===== config.mk =====
export PLATFORM = sky130hd
export DESIGN_NAME = mxt_ram
export DESIGN_NICKNAME = d
export VERILOG_FILES = /design/src/rtl/mxt_ram.sv
export SDC_FILE = /design/constraint.sdc
export NUM_CORES = 1
export LEC_CHECK = 0
export BUFFER_PORTS_ARGS = -buffer_cell sky130_fd_sc_hd__buf_2
export CORE_UTILIZATION = 45
export CTS_CLUSTER_SIZE = 24
export DETAILED_ROUTE_END_ITERATION = 16
export GPL_TIMING_DRIVEN = 0
export SLEW_MARGIN = 30
export SYNTH_ARGS = -nofsm -noshare
export SYNTH_HDL_FRONTEND = slang
export SYNTH_SLANG_ARGS = --single-unit

===== constraint.sdc =====
create_clock -name clk -period 2.8 [get_ports clk]
set_clock_uncertainty 0.1 [all_clocks]
set_input_delay 0.42 -clock clk [delete_from_list [all_inputs] [get_ports clk]]
set_output_delay 0.42 -clock clk [all_outputs]
set_load 0.02 [all_outputs]

===== src/rtl/mxt_ram.sv =====
// Generic RAM with one write port and two registered read ports.
module mxt_ram #(
  parameter int WIDTH = 8,
  parameter int DEPTH = 64
) (
  input  logic                     clk,
  input  logic                     we,
  input  logic [$clog2(DEPTH)-1:0] waddr,
  input  logic [WIDTH-1:0]         wdata,
  input  logic [$clog2(DEPTH)-1:0] raddr_a,
  input  logic [$clog2(DEPTH)-1:0] raddr_b,
  output logic [WIDTH-1:0]         rdata_a,
  output logic [WIDTH-1:0]         rdata_b
);

  logic [WIDTH-1:0] mem_r [DEPTH];
  logic [WIDTH-1:0] rdata_a_r;
  logic [WIDTH-1:0] rdata_b_r;

  always_ff @(posedge clk) begin
    if (we) begin
      mem_r[waddr] <= wdata;
    end
    rdata_a_r <= mem_r[raddr_a];
    rdata_b_r <= mem_r[raddr_b];
  end

  assign rdata_a = rdata_a_r;
  assign rdata_b = rdata_b_r;

endmodule


After elaboration in Yosys (flattened, before gate mapping)
Memory sizes are Yosys's and may differ from the RTL's. A register that Yosys moved wholly into a read port is not among the register bits.
Cells that the tools add are included.
{"block": "word_totals", "mem_count": 1, "ramBits": 512, "output_inout_bits": 16, "reg_bits": 0, "elab_cells": 3}
{"memory": "mem_r", "words": 64, "word_bits": 8, "rd": 2, "rd_ports_with_merged_regs": 2, "write_ports": 1, "line_no": "16", "source": "logic [WIDTH-1:0] mem_r [DEPTH];"}
{"block": "classes", "n_mux": 2}
{"cell": "2-to-1 mux 1 bit", "count": 2}

Logic depth before layout (Yosys ltp)
{"block": "depth", "ltp_word": 2, "depth_mapped": 9, "ltp_nobuf": 5}

Worst setup path before layout
No wires, ideal clock.
{"block": "synth_path", "path_kind": "input-to-reg", "from": "in raddr_b[0]", "to": "reg rdata_b_r[4] (netlist: rdata_b[4]), read port of mem_r", "cell_stages": 8, "t_required_ns": 2.587, "path_buffers": 3, "setup_slack_ns": 0.470, "t_arrival_ns": 2.117, "path_cell_list": "buf_2 -> buf_2 -> buf_4 -> mux4_2 -> a221oi_1 -> o21ai_0 -> nand3_1 -> nand2_1"}
{"item": "start, declared", "line_no": "11", "source": "input logic [$clog2(DEPTH)-1:0] raddr_b,"}
{"item": "end, declared", "line_no": "18", "source": "logic [WIDTH-1:0] rdata_b_r;"}

==> reports/metrics.cfg <==
[floorplanning]
num_rows=84
core-area_um2=52970
num_io_pins=44
start_util_pct=45.83
fp.dieW_um=234.3
die_area_um2=54880
fp.dieH_um=234.3

[synthesis]
ys_seq_elements=528
ys_types=38
ys_async_sr_fraction_pct=0
synth.area.top_cells=edfxtp_1 63%, mux4_2 25%, mux2i_1 2.7%
syn_area_per_cell_um2=20.05
yosys.area.top_type=edfxtp_1
synth_edf_count=512
yosys_warnings=0
yosysSeqAreaShare_pct=64.66
syn-num-nets=1239
syn_area_um2=24270
synth_top_area_share_pct=63.34
synthCells=1211
ys.flop_type=edfxtp_1

[status]
run_status=complete, but fails checks
violations=setup timing

[sta]
hold_violations=0
tightest_slew_ps=1077
setup_slack_ps=-0.8331
setup_violations=1
rsz0062_at_grt=false
slew_viol_final=0
fmax_mhz=357.0
setup_tns_ps=-0.8331
period_needed_ps=2801
timing.hold.ws_ps=175.4
period_share_pct=100.0
maxSlewHeadroom_pct=27.91

[final_layout]
syn2layout_area_growth_pct=12.56
final_core_util_pct=51.58
layout_commonest_cell=edfxtp_1
layout.cells.most_common_list=512 x edfxtp_1, 270 x mux4_2, 66 x mux2i_1, 60 x clkbuf_16, 51 x buf_2
fill_cells=4253
multi_input_area_um2=8173
final_nets=1330
instances_no_fill=2035
regArea_um2=15700
design_area_um2=27320
drive_gt1_share_pct=35.29

[place]
placed_cells=1933
placed_area_um2=25430
dp_hpwl_um=50960
place_congestion=0.9894
io_buffers=29
post-place-ws_ps=-717.6

[routing]
avgRoutedWirePerCell_um=37.21
drc=0
drt_pass1_iterations=6
post_drt_via_cell_ratio=6.827
vias=13890
drt_iter0_drc=1654
wl_um=75710
postRouteAntennaNets=0

[global_route]
grt_max_degree=65
antenna_found_initial=4
grt_pass1_wl_um=106700
track_usage_pct=28.63
grt_pass1_vias=14200
grt_overflow=0

[power_and_ir_drop]
cellPowerDensity_nw_per_um2=653.7
irDropWorstVdd_mv=0.4506
power.total_mw=17.86
leakage_nw=8.612

[worst_setup_path]
cp_cell_sequence=clkbuf_1 > clkbuf_1 > mux4_2 > mux2i_1 > a22oi_1 > nand3_1 > nand2_1
worstPathArrival_ps=3200
crit_path_frequent_cell=clkbuf_1
cp-end-kind=register
cp_data_required_time_ps=3200
path_class=primary input to register
start_kind=primary input
r2r-end=rdata_b[7]$_DFF_P_
crit_fanout=10
r2r_setup_slack_ps=410
r2r_cells=4
cpMaxStageDelayCell=clkbuf_1
rr_startpoint=mem_r[11][7]$_DFFE_PP_
max_stage_delay_ps=770

[clocking]
hold_buffers=0
post_cts_buffers=0
root_buffer=clkbuf_16
clk_pin_slew_ps=60
clkSinkCount=528
clock_latency_ps=610
cts_buffers=56
htreeDepth=2
clockBufferDepth=3
cts_tree=done

[flow_run]
maxCapViolCount=0

[worst_hold_path]
hp-start=wdata[7]
hold_path.class=primary input to register
whs_endpoint=mem_r[49][7]$_DFFE_PP_
holdPathStages=2

-- layout make-up --
type,instances,area share [%]
inverter,3,0.04121
clock inverter,24,0.7922
clock buffer,78,5.926
buffer,92,1.873
multi-input combinational,587,29.91
timing repair buffer,34,0.8518
antenna,1,0.009159
sequential,528,57.44
tap,688,3.151
-- where the power goes --
group | leakage [nW] | switching [mW] | internal, mW
Clock | 0.900 | 3.12 | 4.38
Combinational | 2.97 | 0.997 | 0.583
Sequential | 4.74 | 0.0297 | 8.75
-- Yosys cell counts (3+ instances only) --
library cell	n
a21oi_1	10
a221o_1	5
a221oi_1	7
a22oi_1	14
and2_1	3
buf_1	11
buf_2	31
buf_4	12
buf_6	5
clkbuf_1	34
dfxtp_1	16
edfxtp_1	512
mux2i_1	66
mux4_2	270
nand2_1	28
nand2b_1	6
nand3_1	20
nand4_1	3
nor2_1	75
nor2b_1	8
o211ai_1	3
o21ai_0	17
o21ai_1	7
o221ai_1	5
o22ai_1	20
o31a_1	5
-- cells by family (layout without fill, tap and decap cells) --
| logic type | Yosys count | in the layout | synth area share, % |
|---|---|---|---|
| flops | 528 | 528 | 64.66 |
| mux | 338 | 338 | 27.86 |
| simple gates | 149 | 149 | 2.685 |
| compound gates | 100 | 100 | 2.809 |
| buf+inv | 96 | 231 | 1.984 |
| other cells | 0 | 1 | 0 |
-- worst max-delay path by stage --
stage	cells after the start	slack, ps	endpoint	from
3_5_place_dp	8	-720	rdata_b[3]$_DFF_P_	raddr_b[1]
6_report	7	-0.8	rdata_b[2]$_DFF_P_	raddr_b[2]
2_1_floorplan	8	470	rdata_b[4]$_DFF_P_	raddr_b[0]
5_1_grt	8	3	rdata_a[2]$_DFF_P_	raddr_a[2]
3_3_place_gp	8	-1030	rdata_b[3]$_DFF_P_	raddr_b[1]
4_1_cts	8	0.8	rdata_b[3]$_DFF_P_	raddr_b[0]
-- what timing repair did --
item,CTS,global route
hold endpoints to repair,0,0
setup endpoints to repair,6,6
gates resized for setup,5,13
-- routing by layer --
metal,GRT usage [%],part of all wire [%]
met5,0,0.024
met4,11.26,4.1
met3,6.712,9.7
met2,45.05,47
met1,38.72,39
-- critical path: cells and delay by family --
family | cells | cell delay [ps]
compound gates | 1 | 240
simple gates | 2 | 390
mux | 2 | 770
buf+inv | 2 | 1360
-- registers in the layout, indices dropped and copies added (netlist names) --
name	count
mem_r	512
rdata_a	8
rdata_b	8
Power figures use the tool's default switching activity.
