===== src/rtl/mxt_pkg.sv =====
// Shared constants and types of the maximum-xor trie unit.
package mxt_pkg;

  // Default sizing of the trie.
  localparam int DEF_NODES     = 32768;
  localparam int DEF_WORD_BITS = 32;
  localparam int DEF_MAX_ITEMS = 1024;

  // Width of the word and result fields on the ports.
  localparam int FIELD_BITS = 32;

  // Operation codes.
  localparam logic [1:0] OP_INSERT = 2'd0;
  localparam logic [1:0] OP_DELETE = 2'd1;
  localparam logic [1:0] OP_QUERY  = 2'd2;

  // Status codes.
  localparam logic [1:0] ST_OK     = 2'd0;
  localparam logic [1:0] ST_EMPTY  = 2'd1;
  localparam logic [1:0] ST_ABSENT = 2'd2;
  localparam logic [1:0] ST_FULL   = 2'd3;

  // Control of the bit-serial word and result shifter.
  typedef struct packed {
    logic load;
    logic rewind;
    logic step;
    logic best_bit;
  } shift_ctl_t;

endpackage


===== src/rtl/mxt_shifter.sv =====
// Bit-serial word shifter and result accumulator of the trie walk.
module mxt_shifter #(
  parameter int WORD_BITS = mxt_pkg::DEF_WORD_BITS
) (
  input  logic                  clk,
  input  mxt_pkg::shift_ctl_t   ctl,
  input  logic [WORD_BITS-1:0]  word_in,
  output logic                  cur_bit,
  output logic [WORD_BITS-1:0]  best
);

  logic [WORD_BITS-1:0] word_r;
  logic [WORD_BITS-1:0] shift_r;
  logic [WORD_BITS-1:0] best_r;

  // The word leaves most significant bit first; the result enters the same way.
  always_ff @(posedge clk) begin
    if (ctl.load) begin
      word_r  <= word_in;
      shift_r <= word_in;
      best_r  <= '0;
    end else if (ctl.rewind) begin
      shift_r <= word_r;
    end else if (ctl.step) begin
      shift_r <= {shift_r[WORD_BITS-2:0], 1'b0};
      best_r  <= {best_r[WORD_BITS-2:0], ctl.best_bit};
    end
  end

  assign cur_bit = shift_r[WORD_BITS-1];
  assign best    = best_r;

endmodule


===== config.mk =====
export PLATFORM = sky130hd
export DESIGN_NAME = mxt_shifter
export DESIGN_NICKNAME = d
export VERILOG_FILES = /design/src/rtl/mxt_pkg.sv /design/src/rtl/mxt_shifter.sv
export SDC_FILE = /design/constraint.sdc
export NUM_CORES = 1
export LEC_CHECK = 0
export BUFFER_PORTS_ARGS = -buffer_cell sky130_fd_sc_hd__buf_2
export CORE_UTILIZATION = 50
export DETAILED_ROUTE_END_ITERATION = 8
export HOLD_SLACK_MARGIN = 0.15
export PLACE_DENSITY = 0.7
export SYNTH_ARGS = -nofsm -noshare
export SYNTH_HDL_FRONTEND = slang
export SYNTH_SLANG_ARGS = --single-unit

===== constraint.sdc =====
create_clock -name clk -period 2.1 [get_ports clk]
set_clock_uncertainty 0.15 [all_clocks]
set_input_delay 0.21 -clock clk [delete_from_list [all_inputs] [get_ports clk]]
set_output_delay 0.21 -clock clk [all_outputs]
set_load 0.02 [all_outputs]

* Word level (Yosys, flattened, before mapping) *
Cells that the tools add are included.

word-level totals
  bits in registers = 96
  input bits = 37
  output and inout port bits = 33
  logic and storage cells = 9

cells by class
  mux-type cells = 3
  bitwise logic cells = 1
  reduce and logical (&&, ||, !) cells = 2

operators by type and width
  operator             number
  32-bit 2-to-1 mux    3
  3-bit nonzero test   1
  2-bit AND reduction  1
  1-bit inverter       1

* Depth between registers and ports, before layout *
Gate-level depths: netlist of the first run.

  depth in word-level cells = 3
  depth in mapped cells = 6
  depth with buffers taken out = 3

* Worst setup path before layout of the first run *
No wires, ideal clock.

  kind = in2reg
  from = input ctl[3] (netlist name)
  to = register shift_r[0] (enable)
  setup time = 0.414 ns
  arrival time = 1.237 ns
  required time = 1.536 ns
  slack = 0.300 ns
  cell stages on the path = 3
  path through = buf_2 buf_2 or3_1

between the ends
  longest elaborated chain between the ends = 1

RTL lines
  what                                 line               RTL
  start, declared                      mxt_shifter.sv:6   input mxt_pkg::shift_ctl_t ctl,
  3-bit nonzero test (no source line)  --
  end signal, assigned                 mxt_shifter.sv:20  shift_r <= word_in;
  end signal, assigned                 mxt_shifter.sv:23  shift_r <= word_r;
  end signal, assigned                 mxt_shifter.sv:25  shift_r <= {shift_r[WORD_BITS-2:0], 1'b0};
  end, declared                        mxt_shifter.sv:13  logic [WORD_BITS-1:0] shift_r;

No other way between the ends.
A chain may end at the register's enable or synchronous reset.

* Worst setup path after layout of the first run *
  from = input ctl[2] (netlist name)
  to = register shift_r[11] (data pin)

between the ends
  longest elaborated chain between the ends = 2

RTL lines
  what               line               RTL
  32-bit 2-to-1 mux  mxt_shifter.sv:22  end else if (ctl.rewind) begin
  32-bit 2-to-1 mux  mxt_shifter.sv:18  if (ctl.load) begin

No other way between the ends.

==> results.md, run 1 <==
* CP endpoint kind: flop
* Yosys reg bits at between 90 and 100
* Met3 wire len at around 280 um
* Grt ovf at 0
* Syn nets at 350
* Setup Total Neg Slack at 0 ps
* CP startpoint kind: input pin
* Overall routed net length at 6970 um
* Initial antenna violation count at 0
* Largest net degree at the start of global routing at 73
* Drt initial violations at approximately 120
* CTS tree: built
* Met2 WL at between 3000 and 4000 um
* Routed wire per std cell at 13.5 um
* Worst Setup SP: ctl[2]
* DP HPWL at 4260 um
* Die Y at roughly 90 um
* Clk slew on worst S/H paths at approximately 100 ps
* Core area at about 0.0073 mm2
* Synthesis-to-layout area growth at 24.1%
* Unrepaired setup endpoints after global routing: no
* Fmax achieved at 0.787 GHz
* Most frequent cells in the layout: nand2_1 (97), buf_2 (68), edfxtp_1 (64)
* Sequential share of the synthesized area at 66.6%
* Commonest non-fill, non-tap cell in the layout: nand2_1
* DRC at 0
* Power per Cell Area at 793 mW/mm2
* Wl on met1 at roughly 3500 um
* All-layer global routing usage at between 15 and 20%
* Crit path kind: input pin to flop
* Worst slew margin at roughly 66%
* Final Hold Viols at 0
* # setup viols final at 0
* Worst r2r src: shift_r[19]
* Final worst slack at 829 ps
* Total Power at roughly 0.0038 W
* Port buffer count at 69
* DR top layer: met4
* Critical path data arrival time at approximately 1200 ps
* Post-CTS sizing at 0
* Root Driver: clkbuf_8
* Yosys warns at 0
* HP Start: ctl[3]
* Initial Utilization at a little over half
* Clock tree buffer depth at 2
* DRT Pass-1 Iters at 4
* Global-route wire length before repair at 11000 um
* Clock Sink Count at between 90 and 100
* Post-CTS Setup Bufs at 0
* H-Tree Depth at 3
* Area of the multi-input gates at roughly 0.0011 mm2
* Post-Layout Cell Count at ~520
* Clk_lat worst skew at 350 ps
* Final period util at 60.5%
* Register area at roughly 0.0026 mm2
* ANT nets after route at 0
* Max VDD drop at roughly 0.4 mV
* Synth cell types at 15
* Mapped Cells at approximately 310
* Final RePlAce weighted congestion at roughly 0.7
* Number of global-route vias before repair at about 2400
* Row cnt at 31
* CP max FO at 16
* Hold crit path type: input pin to flop
* Pre-CTS setup slack at around 460 ps
* Post-Syn Area at 0.00384 mm2
* Leakage power at between 1.5 and 2 nW
* DIE WIDTH at approximately 90 um
* Cts bufs inserted at 9
* Outcome: complete, no violations
* Ant. Diodes at 0
* Worst Path Required at 2030 ps
* # fillers at approximately 580
* Mean post-synth cell area at 12.3 um2
* Cell count after placement at 466
* IO Count at 70
* Max Cap Violations at 0
* Via count at about 2500
* Die area at just over 0.008 mm2
* Layout cells sized above 1 at about 28%
* Worst R2R Setup Slack at around 1000 ps
* Fin crit period at 1270 ps
* Vias per cell at 4.92
* Pins Over Slew Limit at 0
* Final #Nets at between 400 and 500
* Hold_buf cts at 33
* Actual slew at the worst max-slew pin at 503 ps
==> per-layer routing <==
layer / up-vias / track usage [%]
met5: - / 0
li1: 1282 / -
met1: 1188 / 26.2
met3: 11 / 4.11
met2: 55 / 26.2
met4: 0 / 10.1
==> final cells by class <==
cell class | instances | share of cell area, %
Clock buffer | 14 | 4.51
Clock inverter | 2 | 0.262
Multi-Input combinational cell | 195 | 23.4
Sequential cell | 96 | 53.7
Tap cell | 99 | 2.60
Timing Repair Buffer | 109 | 15.6
==> power breakdown <==
| group | internal, W | switching, W | leakage, nW | total (W) |
|---|---|---|---|---|
| Clock | 0.000675 | 0.000626 | 0.120 | 0.00130 |
| Sequential | 0.00215 | 0.0000353 | 0.913 | 0.00219 |
| Combinational | 0.000137 | 0.000156 | 0.873 | 0.000293 |
| Total | 0.00297 | 0.000817 | 1.91 | 0.00378 |
==> metrics by stage <==
step	area, um2	hold slack (ps)	utilization [%]
6_report	4770	227	65.1
5_1_grt	4770	230	65.1
3_5_place_dp	4210	252	57.5
2_1_floorplan	3840	159	-
3_3_place_gp	4210	252	57.5
4_1_cts	4770	206	65.1
==> kinds of logic (layout without fill, tap and decap cells) <==
logic type	count (synthesis)	count (layout)	share of synthesized area [%]
buffers and inverters	22	125	4.36
AO/OA/AOI/OAI	64	64	10.6
multiplexers	31	31	8.07
AND/OR/NAND/NOR	100	100	10.3
flip-flops	96	96	66.6
==> sequential cells by signal, indices dropped and copies added, names as in the netlist <==
name,cells
best,32
word_r,32
shift_r,32
==> synth_stat cells <==
master / n / share of area (%)
a21oi_1: 9 / 1.2
a21oi_2: 23 / 5.2
buf_2: 5 / 0.65
buf_4: 3 / 0.59
buf_6: 6 / 1.8
buf_8: 2 / 0.78
clkbuf_1: 6 / 0.59
dfxtp_1: 32 / 17
edfxtp_1: 64 / 50
mux2i_1: 31 / 8.1
nand2_1: 97 / 9.5
nand2b_4: 1 / 0.36
nor2b_4: 1 / 0.36
o21ai_0: 32 / 4.2
or3_1: 1 / 0.16
==> critical path: stages <==
cell     delay [ps]
buf_2           290
buf_4           360
mux2i_1         240
o21ai_0         100
==> final timing paths <==
check | endpoint | depth (start not counted)
hold / removal | best[20] | 3
setup / recovery | shift_r[11] | 4
setup reg to reg | shift_r[20] | 2
hold reg to reg | best[31] | 2
Power figures use the tool's default switching activity.
==> inputs of run 2 (changes only) <==
- clock period: 2.1 -> 1.3 ns (I/O delays scaled with it)
==> run 2 against run 1 <==
  * Register-to-register slack worse by 770 ps
  * Worst setup slack worse by 700 ps
  * Global-route usage is 0.23 points lower
  * Power is 50% higher
  * Critical path depth is 3 lower
  * Final area is 0.29% higher
  * Sequential power is 61% higher
  * Via count is 0.59% higher
  * Clock power is 27% higher
  * Clock-buffer cell count is 4 lower
==> results.md, run 2 (same netlist as run 1, synthesis figures left out) <==
* DRC at 0 (unchanged)
* Routed wire per std cell at 13.3 um (-1.9%)
* Total Power at 0.00568 W (+50%)
* ANT nets after route at 0 (unchanged)
* Final period util at 90.2%
* Via count at 2551 (+0.59%)
* Port buffer count at 69 (unchanged)
* Power per Cell Area at 1190 mW/mm2 (+50%)
* CP endpoint kind: output pin
* Number of global-route vias before repair at 2360 (unchanged)
* Final #Nets at 451 (+0.67%)
* Die area at 0.00804 mm2 (unchanged)
* Cts bufs inserted at 9 (unchanged)
* Grt ovf at 0 (unchanged)
* Critical path data arrival time at 890 ps (-310 ps)
* Fin crit period at roughly 1200 ps
* Largest net degree at the start of global routing at 47 (-36%)
* All-layer global routing usage at 18.2% (-0.23 points)
* DP HPWL at 4270 um (+0.15%)
* Clock tree buffer depth at 2 (unchanged)
* Worst slew margin at 77.4% (+11 points)
* CTS tree: built
* Busiest layer in global routing: met2
* M1 GR Usage at 23.7% (-2.5 points)
* Worst Path Required at 1020 ps (-1010 ps)
* Core area at 0.00733 mm2 (unchanged)
* Worst-path cell chain: buf_2
* Crit path kind: flop to output pin
* Actual slew at the worst max-slew pin at 338 ps (-165 ps)
* DRT Pass-1 Iters at 4 (unchanged)
* Hold_buf cts at 33 (unchanged)
* Vias per cell at 4.92 (about the same)
* Max VDD drop at 0.617 mV (+51%)
* Global-route wire length before repair at 10900 um (-0.87%)
* Drt initial violations at 121 (+4.3%)
* Final Hold Viols at 0 (unchanged)
* GR Util met3 at 5.67% (+1.6 points)
* Die Y at 89.7 um (unchanged)
* Leakage power at 1.90 nW (-0.41%)
* Final RePlAce weighted congestion at 0.691 (-0.87%)
* Hold crit path type: input pin to flop
* WP buf/inv at 1 (-1)
* CP startpoint kind: flop
* # setup viols final at 0 (unchanged)
* Synthesis-to-layout area growth at 24.5%
* Fmax achieved at about 0.85 GHz
* Layout cells sized above 1 at 28.2% (+0.037 points)
* Worst R2R Setup Slack at 270 ps (-770 ps)
* CP max FO at 1 (-15)
* Pins Over Slew Limit at 0 (unchanged)
* Initial antenna violation count at 1 (+1)
* Clock Sink Count at 96 (unchanged)
* Unrepaired setup endpoints after global routing: no
* Clk_lat worst skew at 340 ps (about the same)
* Commonest non-fill, non-tap cell in the layout: nand2_1
* Ant. Diodes at 0 (unchanged)
* Post-CTS sizing at 0 (unchanged)
* DIE WIDTH at 89.7 um (unchanged)
* Post-CTS Setup Bufs at 0 (unchanged)
* CP max stage delay at 390 ps (+30 ps)
* Final worst slack at 127 ps (-702 ps)
* H-Tree Depth at 3 (unchanged)
* Most frequent cells in the layout: nand2_1 (97), buf_2 (68), edfxtp_1 (64)
* IO Count at 70 (unchanged)
* Worst path top cell family by delay: flip-flops
* Outcome: complete, no violations
* Overall routed net length at 6880 um (-1.4%)
* Pre-CTS setup slack at -36.0 ps (-491 ps)
* GR Util met2 at 28.7% (+2.5 points)
* Root Driver: clkbuf_8
* Row cnt at 31 (unchanged)
* Max Cap Violations at 0 (unchanged)
* Highest-delay cell along the critical path: edfxtp_1
* Initial Utilization at 52.4% (unchanged)
* Clk slew on worst S/H paths at 90 ps (about the same)
[run 2: changes by cell type in the layout (fill, tap and decap cells not counted), sizes merged]
cell	change
buf	+3
clkbuf	-4
inv	-2
clkinvlp	+2
clkinv	+4
[run 2: worst min-delay path, cell delays in order]
cell,delay (ps)
buf_4,150
buf_12,220
a21oi_2,40
[run 2: final cells by class]
class	count	area, um2
multi-input cells	195	1120
clock inverters	6	36.3
fillers	562	2540
well taps	99	124
repair buffers	112	816
clock buffers	10	128
flip-flops and latches	96	2560
[run 2: routing by layer]
layer	share of wire [%]	wire, um
met2	47	3230
met5	0	0
met1	47	3200
met3	5.1	350
met4	1.5	103
[run 2: power breakdown]
| group | internal (W) | leakage [nW] | switching [W] |
|---|---|---|---|
| clock | 0.000684 | 0.0773 | 0.000970 |
| combinational | 0.000244 | 0.908 | 0.000258 |
| sequential | 0.00348 | 0.913 | 0.0000511 |
| total | 0.00440 | 1.90 | 0.00128 |
[run 2: worst paths after layout]
kind	from	to	cells past startpoint
max reg2reg	word_r[17]	shift_r[17]	2
min reg2reg	best[31]	best[31]	2
min	ctl[3]	best[27]	3
max	shift_r[31]	cur_bit	1
[run 2: stage by stage]
stage | hold slack (ps) | util (%) | TNS, ps | cell area [um2] | std cells
floorplan | 78.9 | - | 0 | 3860 | 313
global route | 85.6 | 65.3 | 0 | 4790 | 518
global placement | 170 | 58.5 | 0 | 4290 | 469
finish | 95.0 | 65.3 | 0 | 4790 | 518
CTS | 76.4 | 65.3 | 0 | 4790 | 518
detailed placement | 172 | 58.5 | -390 | 4290 | 469
